**src/hw/rtl/sse_pkg.sv**
```systemverilog
// shared types and constants of the selection sort engine
package sse_pkg;

    localparam int unsigned DATA_W = 32;

    // configuration register indexes
    localparam logic REG_SORT_ENABLE = 1'b0;

    typedef enum logic [2:0] {
        S_LOAD,
        S_POS_RD,
        S_POS_DAT,
        S_SCAN,
        S_SWAP_A,
        S_SWAP_B,
        S_OUT_RD,
        S_OUT_EMIT
    } t_state;

    typedef struct packed {
        logic wr_item;
        logic close;
        logic pos_rd;
        logic pos_dat;
        logic scan_cmp;
        logic swap_a;
        logic swap_b;
        logic out_rd;
        logic out_load;
    } t_cmd;

    typedef struct packed {
        logic pos_ok;
        logic scan_done;
        logic out_last;
        logic out_free;
    } t_status;

endpackage

```
**src/hw/rtl/sse_datapath.sv**
```systemverilog
// element store, sort indexes, minimum search and output register
module sse_datapath #(
    parameter int unsigned MAX_ELEMENTS = 32
) (
    input  logic                               i_clk,
    input  logic                               i_rst_n,
    input  sse_pkg::t_cmd                      i_cmd,
    output sse_pkg::t_status                   o_status,
    input  logic signed [sse_pkg::DATA_W-1:0]  i_value,
    input  logic                               i_stall,
    output logic                               o_valid,
    output logic signed [sse_pkg::DATA_W-1:0]  o_value_res,
    output logic                               o_last_res
);

    localparam int unsigned AW = $clog2(MAX_ELEMENTS);
    localparam int unsigned CW = $clog2(MAX_ELEMENTS + 1);

    logic signed [sse_pkg::DATA_W-1:0] r_mem [MAX_ELEMENTS];
    logic signed [sse_pkg::DATA_W-1:0] r_rd_data;

    logic [CW-1:0] r_count, n_count;
    logic [AW-1:0] r_pos, n_pos;
    logic [CW-1:0] r_scan, n_scan;
    logic [AW-1:0] r_best, n_best;
    logic [AW-1:0] r_cmp_idx, n_cmp_idx;
    logic [AW-1:0] r_oidx, n_oidx;
    logic signed [sse_pkg::DATA_W-1:0] r_posval, n_posval;
    logic signed [sse_pkg::DATA_W-1:0] r_bestval, n_bestval;
    logic r_valid, n_valid;
    logic signed [sse_pkg::DATA_W-1:0] r_out_value, n_out_value;
    logic r_out_last, n_out_last;

    logic                              full;
    logic                              wr_en;
    logic [AW-1:0]                     wr_addr;
    logic signed [sse_pkg::DATA_W-1:0] wr_data;
    logic                              rd_en;
    logic [AW-1:0]                     rd_addr;

    assign full = (r_count == CW'(MAX_ELEMENTS));

    assign o_status.pos_ok    = ((CW'(r_pos) + CW'(1)) < r_count);
    assign o_status.scan_done = (r_scan == r_count);
    assign o_status.out_last  = ((CW'(r_oidx) + CW'(1)) == r_count);
    assign o_status.out_free  = !r_valid || !i_stall;

    // store write and read port selection
    always_comb begin
        wr_en   = 1'b0;
        wr_addr = r_count[AW-1:0];
        wr_data = i_value;
        rd_en   = 1'b0;
        rd_addr = r_pos;
        if (i_cmd.wr_item && !full) begin
            wr_en = 1'b1;
        end
        if (i_cmd.swap_a) begin
            wr_en   = 1'b1;
            wr_addr = r_best;
            wr_data = r_posval;
        end
        if (i_cmd.swap_b) begin
            wr_en   = 1'b1;
            wr_addr = r_pos;
            wr_data = r_bestval;
        end
        if (i_cmd.pos_rd) begin
            rd_en = 1'b1;
        end
        if (i_cmd.pos_dat || (i_cmd.scan_cmp && !o_status.scan_done)) begin
            rd_en   = 1'b1;
            rd_addr = r_scan[AW-1:0];
        end
        if (i_cmd.out_rd) begin
            rd_en   = 1'b1;
            rd_addr = r_oidx;
        end
        if (i_cmd.out_load && !o_status.out_last) begin
            rd_en   = 1'b1;
            rd_addr = r_oidx + AW'(1);
        end
    end

    always_ff @(posedge i_clk) begin
        if (wr_en) begin
            r_mem[wr_addr] <= wr_data;
        end
        if (rd_en) begin
            r_rd_data <= r_mem[rd_addr];
        end
    end

    always_comb begin
        n_count     = r_count;
        n_pos       = r_pos;
        n_scan      = r_scan;
        n_best      = r_best;
        n_cmp_idx   = r_cmp_idx;
        n_oidx      = r_oidx;
        n_posval    = r_posval;
        n_bestval   = r_bestval;
        n_valid     = r_valid && i_stall;
        n_out_value = r_out_value;
        n_out_last  = r_out_last;
        if (i_cmd.wr_item && !full) begin
            n_count = r_count + CW'(1);
        end
        if (i_cmd.close) begin
            n_pos  = '0;
            n_oidx = '0;
        end
        if (i_cmd.pos_rd) begin
            n_scan = CW'(r_pos) + CW'(1);
        end
        if (i_cmd.pos_dat) begin
            n_posval  = r_rd_data;
            n_bestval = r_rd_data;
            n_best    = r_pos;
            n_cmp_idx = r_scan[AW-1:0];
            n_scan    = r_scan + CW'(1);
        end
        if (i_cmd.scan_cmp) begin
            // strict less-than keeps the first smallest
            if (r_rd_data < r_bestval) begin
                n_bestval = r_rd_data;
                n_best    = r_cmp_idx;
            end
            if (!o_status.scan_done) begin
                n_cmp_idx = r_scan[AW-1:0];
                n_scan    = r_scan + CW'(1);
            end
        end
        if (i_cmd.swap_b) begin
            n_pos = r_pos + AW'(1);
        end
        if (i_cmd.out_load) begin
            n_valid     = 1'b1;
            n_out_value = r_rd_data;
            n_out_last  = o_status.out_last;
            if (o_status.out_last) begin
                n_count = '0;
            end else begin
                n_oidx = r_oidx + AW'(1);
            end
        end
    end

    always_ff @(posedge i_clk) begin
        if (!i_rst_n) begin
            r_count <= '0;
            r_valid <= 1'b0;
        end else begin
            r_count <= n_count;
            r_valid <= n_valid;
        end
        r_pos       <= n_pos;
        r_scan      <= n_scan;
        r_best      <= n_best;
        r_cmp_idx   <= n_cmp_idx;
        r_oidx      <= n_oidx;
        r_posval    <= n_posval;
        r_bestval   <= n_bestval;
        r_out_value <= n_out_value;
        r_out_last  <= n_out_last;
    end

    assign o_valid     = r_valid;
    assign o_value_res = r_out_value;
    assign o_last_res  = r_out_last;

endmodule

```
**src/hw/rtl/sse_ctrl.sv**
```systemverilog
// sequencer for load, selection sort passes and emit
module sse_ctrl (
    input  logic             i_clk,
    input  logic             i_rst_n,
    input  logic             i_valid,
    input  logic             i_last,
    input  logic             i_sort_enable,
    input  sse_pkg::t_status i_status,
    output sse_pkg::t_cmd    o_cmd,
    output logic             o_stall
);

    sse_pkg::t_state r_state, n_state;

    always_ff @(posedge i_clk) begin
        if (!i_rst_n) begin
            r_state <= sse_pkg::S_LOAD;
        end else begin
            r_state <= n_state;
        end
    end

    always_comb begin
        n_state = r_state;
        o_cmd   = '0;
        o_stall = 1'b1;
        case (r_state)
            sse_pkg::S_LOAD: begin
                o_stall = 1'b0;
                if (i_valid) begin
                    o_cmd.wr_item = 1'b1;
                    if (i_last) begin
                        o_cmd.close = 1'b1;
                        n_state = i_sort_enable ? sse_pkg::S_POS_RD : sse_pkg::S_OUT_RD;
                    end
                end
            end
            sse_pkg::S_POS_RD: begin
                if (i_status.pos_ok) begin
                    o_cmd.pos_rd = 1'b1;
                    n_state = sse_pkg::S_POS_DAT;
                end else begin
                    n_state = sse_pkg::S_OUT_RD;
                end
            end
            sse_pkg::S_POS_DAT: begin
                o_cmd.pos_dat = 1'b1;
                n_state = sse_pkg::S_SCAN;
            end
            sse_pkg::S_SCAN: begin
                o_cmd.scan_cmp = 1'b1;
                if (i_status.scan_done) begin
                    n_state = sse_pkg::S_SWAP_A;
                end
            end
            sse_pkg::S_SWAP_A: begin
                o_cmd.swap_a = 1'b1;
                n_state = sse_pkg::S_SWAP_B;
            end
            sse_pkg::S_SWAP_B: begin
                o_cmd.swap_b = 1'b1;
                n_state = sse_pkg::S_POS_RD;
            end
            sse_pkg::S_OUT_RD: begin
                o_cmd.out_rd = 1'b1;
                n_state = sse_pkg::S_OUT_EMIT;
            end
            sse_pkg::S_OUT_EMIT: begin
                if (i_status.out_free) begin
                    o_cmd.out_load = 1'b1;
                    if (i_status.out_last) begin
                        n_state = sse_pkg::S_LOAD;
                    end
                end
            end
            default: begin
                n_state = sse_pkg::S_LOAD;
            end
        endcase
    end

endmodule

```
**src/hw/rtl/selection_sort_engine_core.sv**
```systemverilog
// top level of the selection sort engine: config register, sequencer and datapath
//
// usage
// - input channel (i_valid, o_stall, i_value, i_last): one signed value per item;
//   the item with i_last high closes the set. items beyond MAX_ELEMENTS are
//   dropped, but a dropped item with i_last still closes the set
// - output channel (o_valid, i_stall, o_value_res, o_last_res): the set comes
//   back one item per element, ascending when sort_enable is set, else in load
//   order; o_last_res marks the final element
// - config: sort_enable at byte address 0, written over the apb port
// data flow
// - loading takes one item per cycle; o_stall is high from the closing item
//   until the last element has been handed to the output register
// - sorting n elements runs n-1 passes of one shared comparator over a store
//   with one read port and one write port
// - emit streams one element per cycle from the store read port while the
//   receiver does not stall, after a first read that primes the port
// - a stalling receiver holds the output register and pauses the emit
// reset clears the element count, the output valid flag and the sequencer, and
// sets sort_enable; the store contents are left as they are
module selection_sort_engine_core #(
    parameter int unsigned MAX_ELEMENTS = 32
) (
    input  logic                               i_clk,
    input  logic                               i_rst_n,
    // input channel
    input  logic                               i_valid,
    output logic                               o_stall,
    input  logic signed [sse_pkg::DATA_W-1:0]  i_value,
    input  logic                               i_last,
    // output channel
    output logic                               o_valid,
    input  logic                               i_stall,
    output logic signed [sse_pkg::DATA_W-1:0]  o_value_res,
    output logic                               o_last_res,
    // configuration port
    input  logic                               psel,
    input  logic                               penable,
    input  logic                               pwrite,
    input  logic [2:0]                         paddr,
    input  logic [31:0]                        pwdata,
    output logic [31:0]                        prdata,
    output logic                               pready
);

    logic             r_sort_enable;
    logic             cfg_wr;
    sse_pkg::t_cmd    cmd;
    sse_pkg::t_status status;

    // register index is the word address; the byte lane bits are ignored
    assign pready = 1'b1;
    assign cfg_wr = psel && penable && pwrite && pready
                    && (paddr[2] == sse_pkg::REG_SORT_ENABLE);

    always_ff @(posedge i_clk) begin
        if (!i_rst_n) begin
            r_sort_enable <= 1'b1;
        end else if (cfg_wr) begin
            r_sort_enable <= pwdata[0];
        end
    end

    assign prdata = (paddr[2] == sse_pkg::REG_SORT_ENABLE) ? {31'b0, r_sort_enable} : 32'b0;

    // sequencer: load, sort passes, emit
    sse_ctrl u_ctrl (
        .i_clk         (i_clk),
        .i_rst_n       (i_rst_n),
        .i_valid       (i_valid),
        .i_last        (i_last),
        .i_sort_enable (r_sort_enable),
        .i_status      (status),
        .o_cmd         (cmd),
        .o_stall       (o_stall)
    );

    // store, comparator and output register
    sse_datapath #(
        .MAX_ELEMENTS (MAX_ELEMENTS)
    ) u_datapath (
        .i_clk       (i_clk),
        .i_rst_n     (i_rst_n),
        .i_cmd       (cmd),
        .o_status    (status),
        .i_value     (i_value),
        .i_stall     (i_stall),
        .o_valid     (o_valid),
        .o_value_res (o_value_res),
        .o_last_res  (o_last_res)
    );

endmodule
```
**config.mk**
```make
export PLATFORM = sky130hd
export DESIGN_NAME = selection_sort_engine_core
export DESIGN_NICKNAME = d
export VERILOG_FILES = /design/src/hw/rtl/sse_pkg.sv /design/src/hw/rtl/sse_datapath.sv /design/src/hw/rtl/sse_ctrl.sv /design/src/hw/rtl/selection_sort_engine_core.sv
export SDC_FILE = /design/constraint.sdc
export NUM_CORES = 1
export LEC_CHECK = 0
export ABC_AREA = 1
export BUFFER_PORTS_ARGS = -buffer_cell sky130_fd_sc_hd__buf_2
export CELL_PAD_IN_SITES_DETAIL_PLACEMENT = 0
export CELL_PAD_IN_SITES_GLOBAL_PLACEMENT = 1
export CORE_ASPECT_RATIO = 1.4
export CORE_MARGIN = 1.5
export CORE_UTILIZATION = 45
export CTS_CLUSTER_DIAMETER = 200
export DETAILED_ROUTE_END_ITERATION = 8
export HOLD_SLACK_MARGIN = 0.03
export PLACE_DENSITY_LB_ADDON = 0.08
export RECOVER_POWER = 25
export SETUP_SLACK_MARGIN = 0.3
export SLEW_MARGIN = 20
export SYNTH_ARGS = -nofsm -noshare
export SYNTH_HDL_FRONTEND = slang
export SYNTH_HIERARCHICAL = 1
export SYNTH_SLANG_ARGS = --single-unit
```
**constraint.sdc**
```tcl
create_clock -name i_clk -period 5.4 [get_ports i_clk]
set_input_delay 1.08 -clock i_clk [delete_from_list [all_inputs] [get_ports i_clk]]
set_output_delay 1.08 -clock i_clk [all_outputs]
set_load 0.05 [all_outputs]
```
==> flow_summary.yaml <==
clocking:
  cts_root_buf: "clkbuf_16"
  ctsHoldBuffers: 0
  cts_setup_buffers: 0
  cts_sinks: 1190
  clkTransAtPathRegs_ps: 60
  cts_resized: 0
  cts-buffers-inserted: 118
  h-tree-depth: 3
  cts_buffer_depth: 3
  clk_latency_ps: 720
  tritoncts: "yes"
drt:
  drt_iter0_markers: 3253
  viasPerCell: 5.47
  drtPass1Iterations: 7
  dr_total_vias: 36200
  postRouteAntennaNets: 0
  routed_wl_um: 162000
  avgRoutedWirePerCell_um: 24.5
  drc: 0
floorplan:
  core_area_sq_um: 116000
  pin_count: 143
  start_util_pct: 45.4
  die_width_um: 292
  dieArea_sq_um: 119000
  die_h_um: 408
  num_rows: 148
synthesis:
  ys_seq_elements: 1190
  ys_async_sr_fraction_pct: 0
  netlist_area_sq_um: 52700
  netlist.area_leader.share_pct: 64.2
  syn_avg_cell_area_sq_um: 10.6
  synth_compound_area_share_pct: 2.09
  synth_top_family_by_area: "simple AND/OR/NAND/NOR gates"
  syn-instance-count: 4973
  ys_types: 43
  yosys-top-cells-area: "edfxtp_1 (64%), nand3_1 (11%), nand2_1 (8.3%)"
  seq_area_frac_synth_pct: 66.6
  yosysWarningCount: 6
  synth-main-ff-cell: "edfxtp_1"
  muxShareOfSynthArea_pct: 0
  synth_edf_count: 1126
  synth_xor_area_share_pct: 0.166
  synthAdderAreaFrac_pct: 0.974
  synth_area_leader_cell: "edfxtp_1"
  synth-simple-area-share_pct: 22.2
finish:
  final_cells: 6606
  diodes: 0
  areaGrowthSynthToFinish_pct: 12.0
  finalInstanceArea_sq_um: 59000
  fin_nets: 5131
  final_util_pct: 50.8
  layout-drive-gt1-share_pct: 7.89
hold_path:
  hold_start: "u_datapath/r_cmp_idx[0]$_DFF_P_"
  hp-class: "register to register"
sta:
  worstMarginPinSlew_ps: 2520
  setup_slack_ps: 907
  maxSlewViolCount: 400
  slew_headroom_pct: -67.9
  fin_crit_ps: 4490
  fmax_ghz: 0.223
  fin_worst_skew_ps: 20.7
  setup_viol: 0
  timing.hold.ws_ps: 469
  fin_crit_sh_pct: 83.2
  rsz0062_at_grt: "no"
  finalSetupTns_ps: 0
  hold_violations: 0
setup_path:
  cp_max_fo: 20
  cp.arrival_ps: 4880
  crit_type: "register to register"
  end_kind: "register"
  start_kind: "register"
  r2r-start: "u_ctrl/r_state[0]$_SDFFE_PN0P_"
  required_ps: 5780
  startpoint: "u_ctrl/r_state[0]$_SDFFE_PN0P_"
placement:
  postPlaceCellArea_sq_um: 55600
  preCtsSetupSlack_ps: 782
  place_congestion: 0.815
  port_buffers: 77
  dp_hpwl_um: 87900
  dp_cells: 6395
grt:
  grt_start_max_net_pins: 121
  antenna_found_initial: 1
  overflow: 0
  grt_pass1_wl_um: 236000
  grt_usage_pct: 27.0
  grt_pass1_vias: 34600
status:
  status: "finished with violations"
  violations: "capacitance limit, slew limit"
run:
  maxCapViolations: 13
pwr:
  p_per_area_nw_per_um2: 582
  leakagePower_nw: 23.6
  power_mw: 34.4
  ir_worst_vdd_uv: 418
[cells in the mapped netlist (2+ instances only)]
master    count
nand3_1    1117
nor2_1       78
dfxtp_1      64
nor3_1        8
buf_1         3
nand2_1    1172
clkbuf_1     46
buf_4        52
inv_2        10
ha_1         41
nand3_2       3
buf_2       231
nand2_4       3
nand3b_1    160
a21oi_1      66
nand2_2       5
inv_1       638
a22oi_1      32
o22ai_1       3
edfxtp_1   1126
o21a_1        8
conb_1        2
o21ai_0      58
a21oi_2       3
o211ai_1      7
xor2_1        9
a211oi_1      3
nand4_1      10
[final cells by class]
type | count | area (sq um)
clock inverters | 51 | 415
inverters | 649 | 2440
flip-flops and latches | 1190 | 35100
repair buffers | 224 | 2040
clock buffers | 160 | 3180
multi-input cells | 2832 | 14000
well taps | 1500 | 1880
fillers | 10500 | 57100
[flip-flops by register name, indices dropped and copies added (netlist names), 3 cells and up]
signal	count
u_ctrl/r_state	3
u_datapath/o_value_res	32
u_datapath/r_best	5
u_datapath/r_bestval	32
u_datapath/r_cmp_idx	5
u_datapath/r_count	6
u_datapath/r_mem	1024
u_datapath/r_oidx	5
u_datapath/r_pos	5
u_datapath/r_posval	32
u_datapath/r_rd_data	32
u_datapath/r_scan	6
[report_power, final]
group,switching (mW),internal (mW)
Sequential,0.508,11.8
Clock,3.48,4.38
Combinational,10.2,3.97
Total,14.2,20.2
[cell families (layout without fill, tap and decap cells)]
kind of cell / count (synthesis) / count (layout)
AND/OR/NAND/NOR: 2561 / 2561
AO/OA/AOI/OAI: 188 / 188
buffers and inverters: 981 / 1084
XOR/XNOR: 10 / 10
flip-flops: 1190 / 1190
other: 2 / 32
adder cells (fa/ha/maj): 41 / 41
[critical path, cell delays in order, from the launching register on]
cell      delay (ps)
dfxtp_1          330
inv_1            190
nand2_1          170
nor2_4           310
inv_1            390
nand2_1          150
o211ai_1          80
o21ai_0          320
nand3_1          900
nor2_4           910
buf_12           320
[metal layers]
layer / vias to the layer above / wire [um] / track usage (%)
met4: 0 / 4140 / 8.12
met5: - / 0 / 0
met1: 17900 / 67200 / 35.6
li1: 16900 / - / -
met2: 1178 / 81500 / 47.2
met3: 226 / 8800 / 2.55
[worst paths after layout]
path         cells past startpoint  slack [ps]                                  to
max reg2reg                     10         910  u_datapath/r_mem[18][30]$_DFFE_PP_
min reg2reg                      1         470     u_datapath/r_cmp_idx[0]$_DFF_P_
max                             10         910  u_datapath/r_mem[18][30]$_DFFE_PP_
min                              1         470     u_datapath/r_cmp_idx[0]$_DFF_P_
[layout by cell type, fill, tap and decap left out, types with 54 or more instances in the layout]
| master | netlist | routed |
|---|---|---|
| buf_12 | 0 | 54 |
| nand2_1 | 1172 | 1174 |
| edfxtp_1 | 1126 | 1126 |
| buf_4 | 52 | 72 |
| clkbuf_1 | 46 | 93 |
| nand3_1 | 1117 | 1118 |
| nand3b_1 | 160 | 160 |
| inv_1 | 638 | 638 |
| dfxtp_1 | 64 | 64 |
| o21ai_0 | 58 | 59 |
| clkbuf_16 | 0 | 120 |
| a21oi_1 | 66 | 66 |
Power figures use the tool's default switching activity.
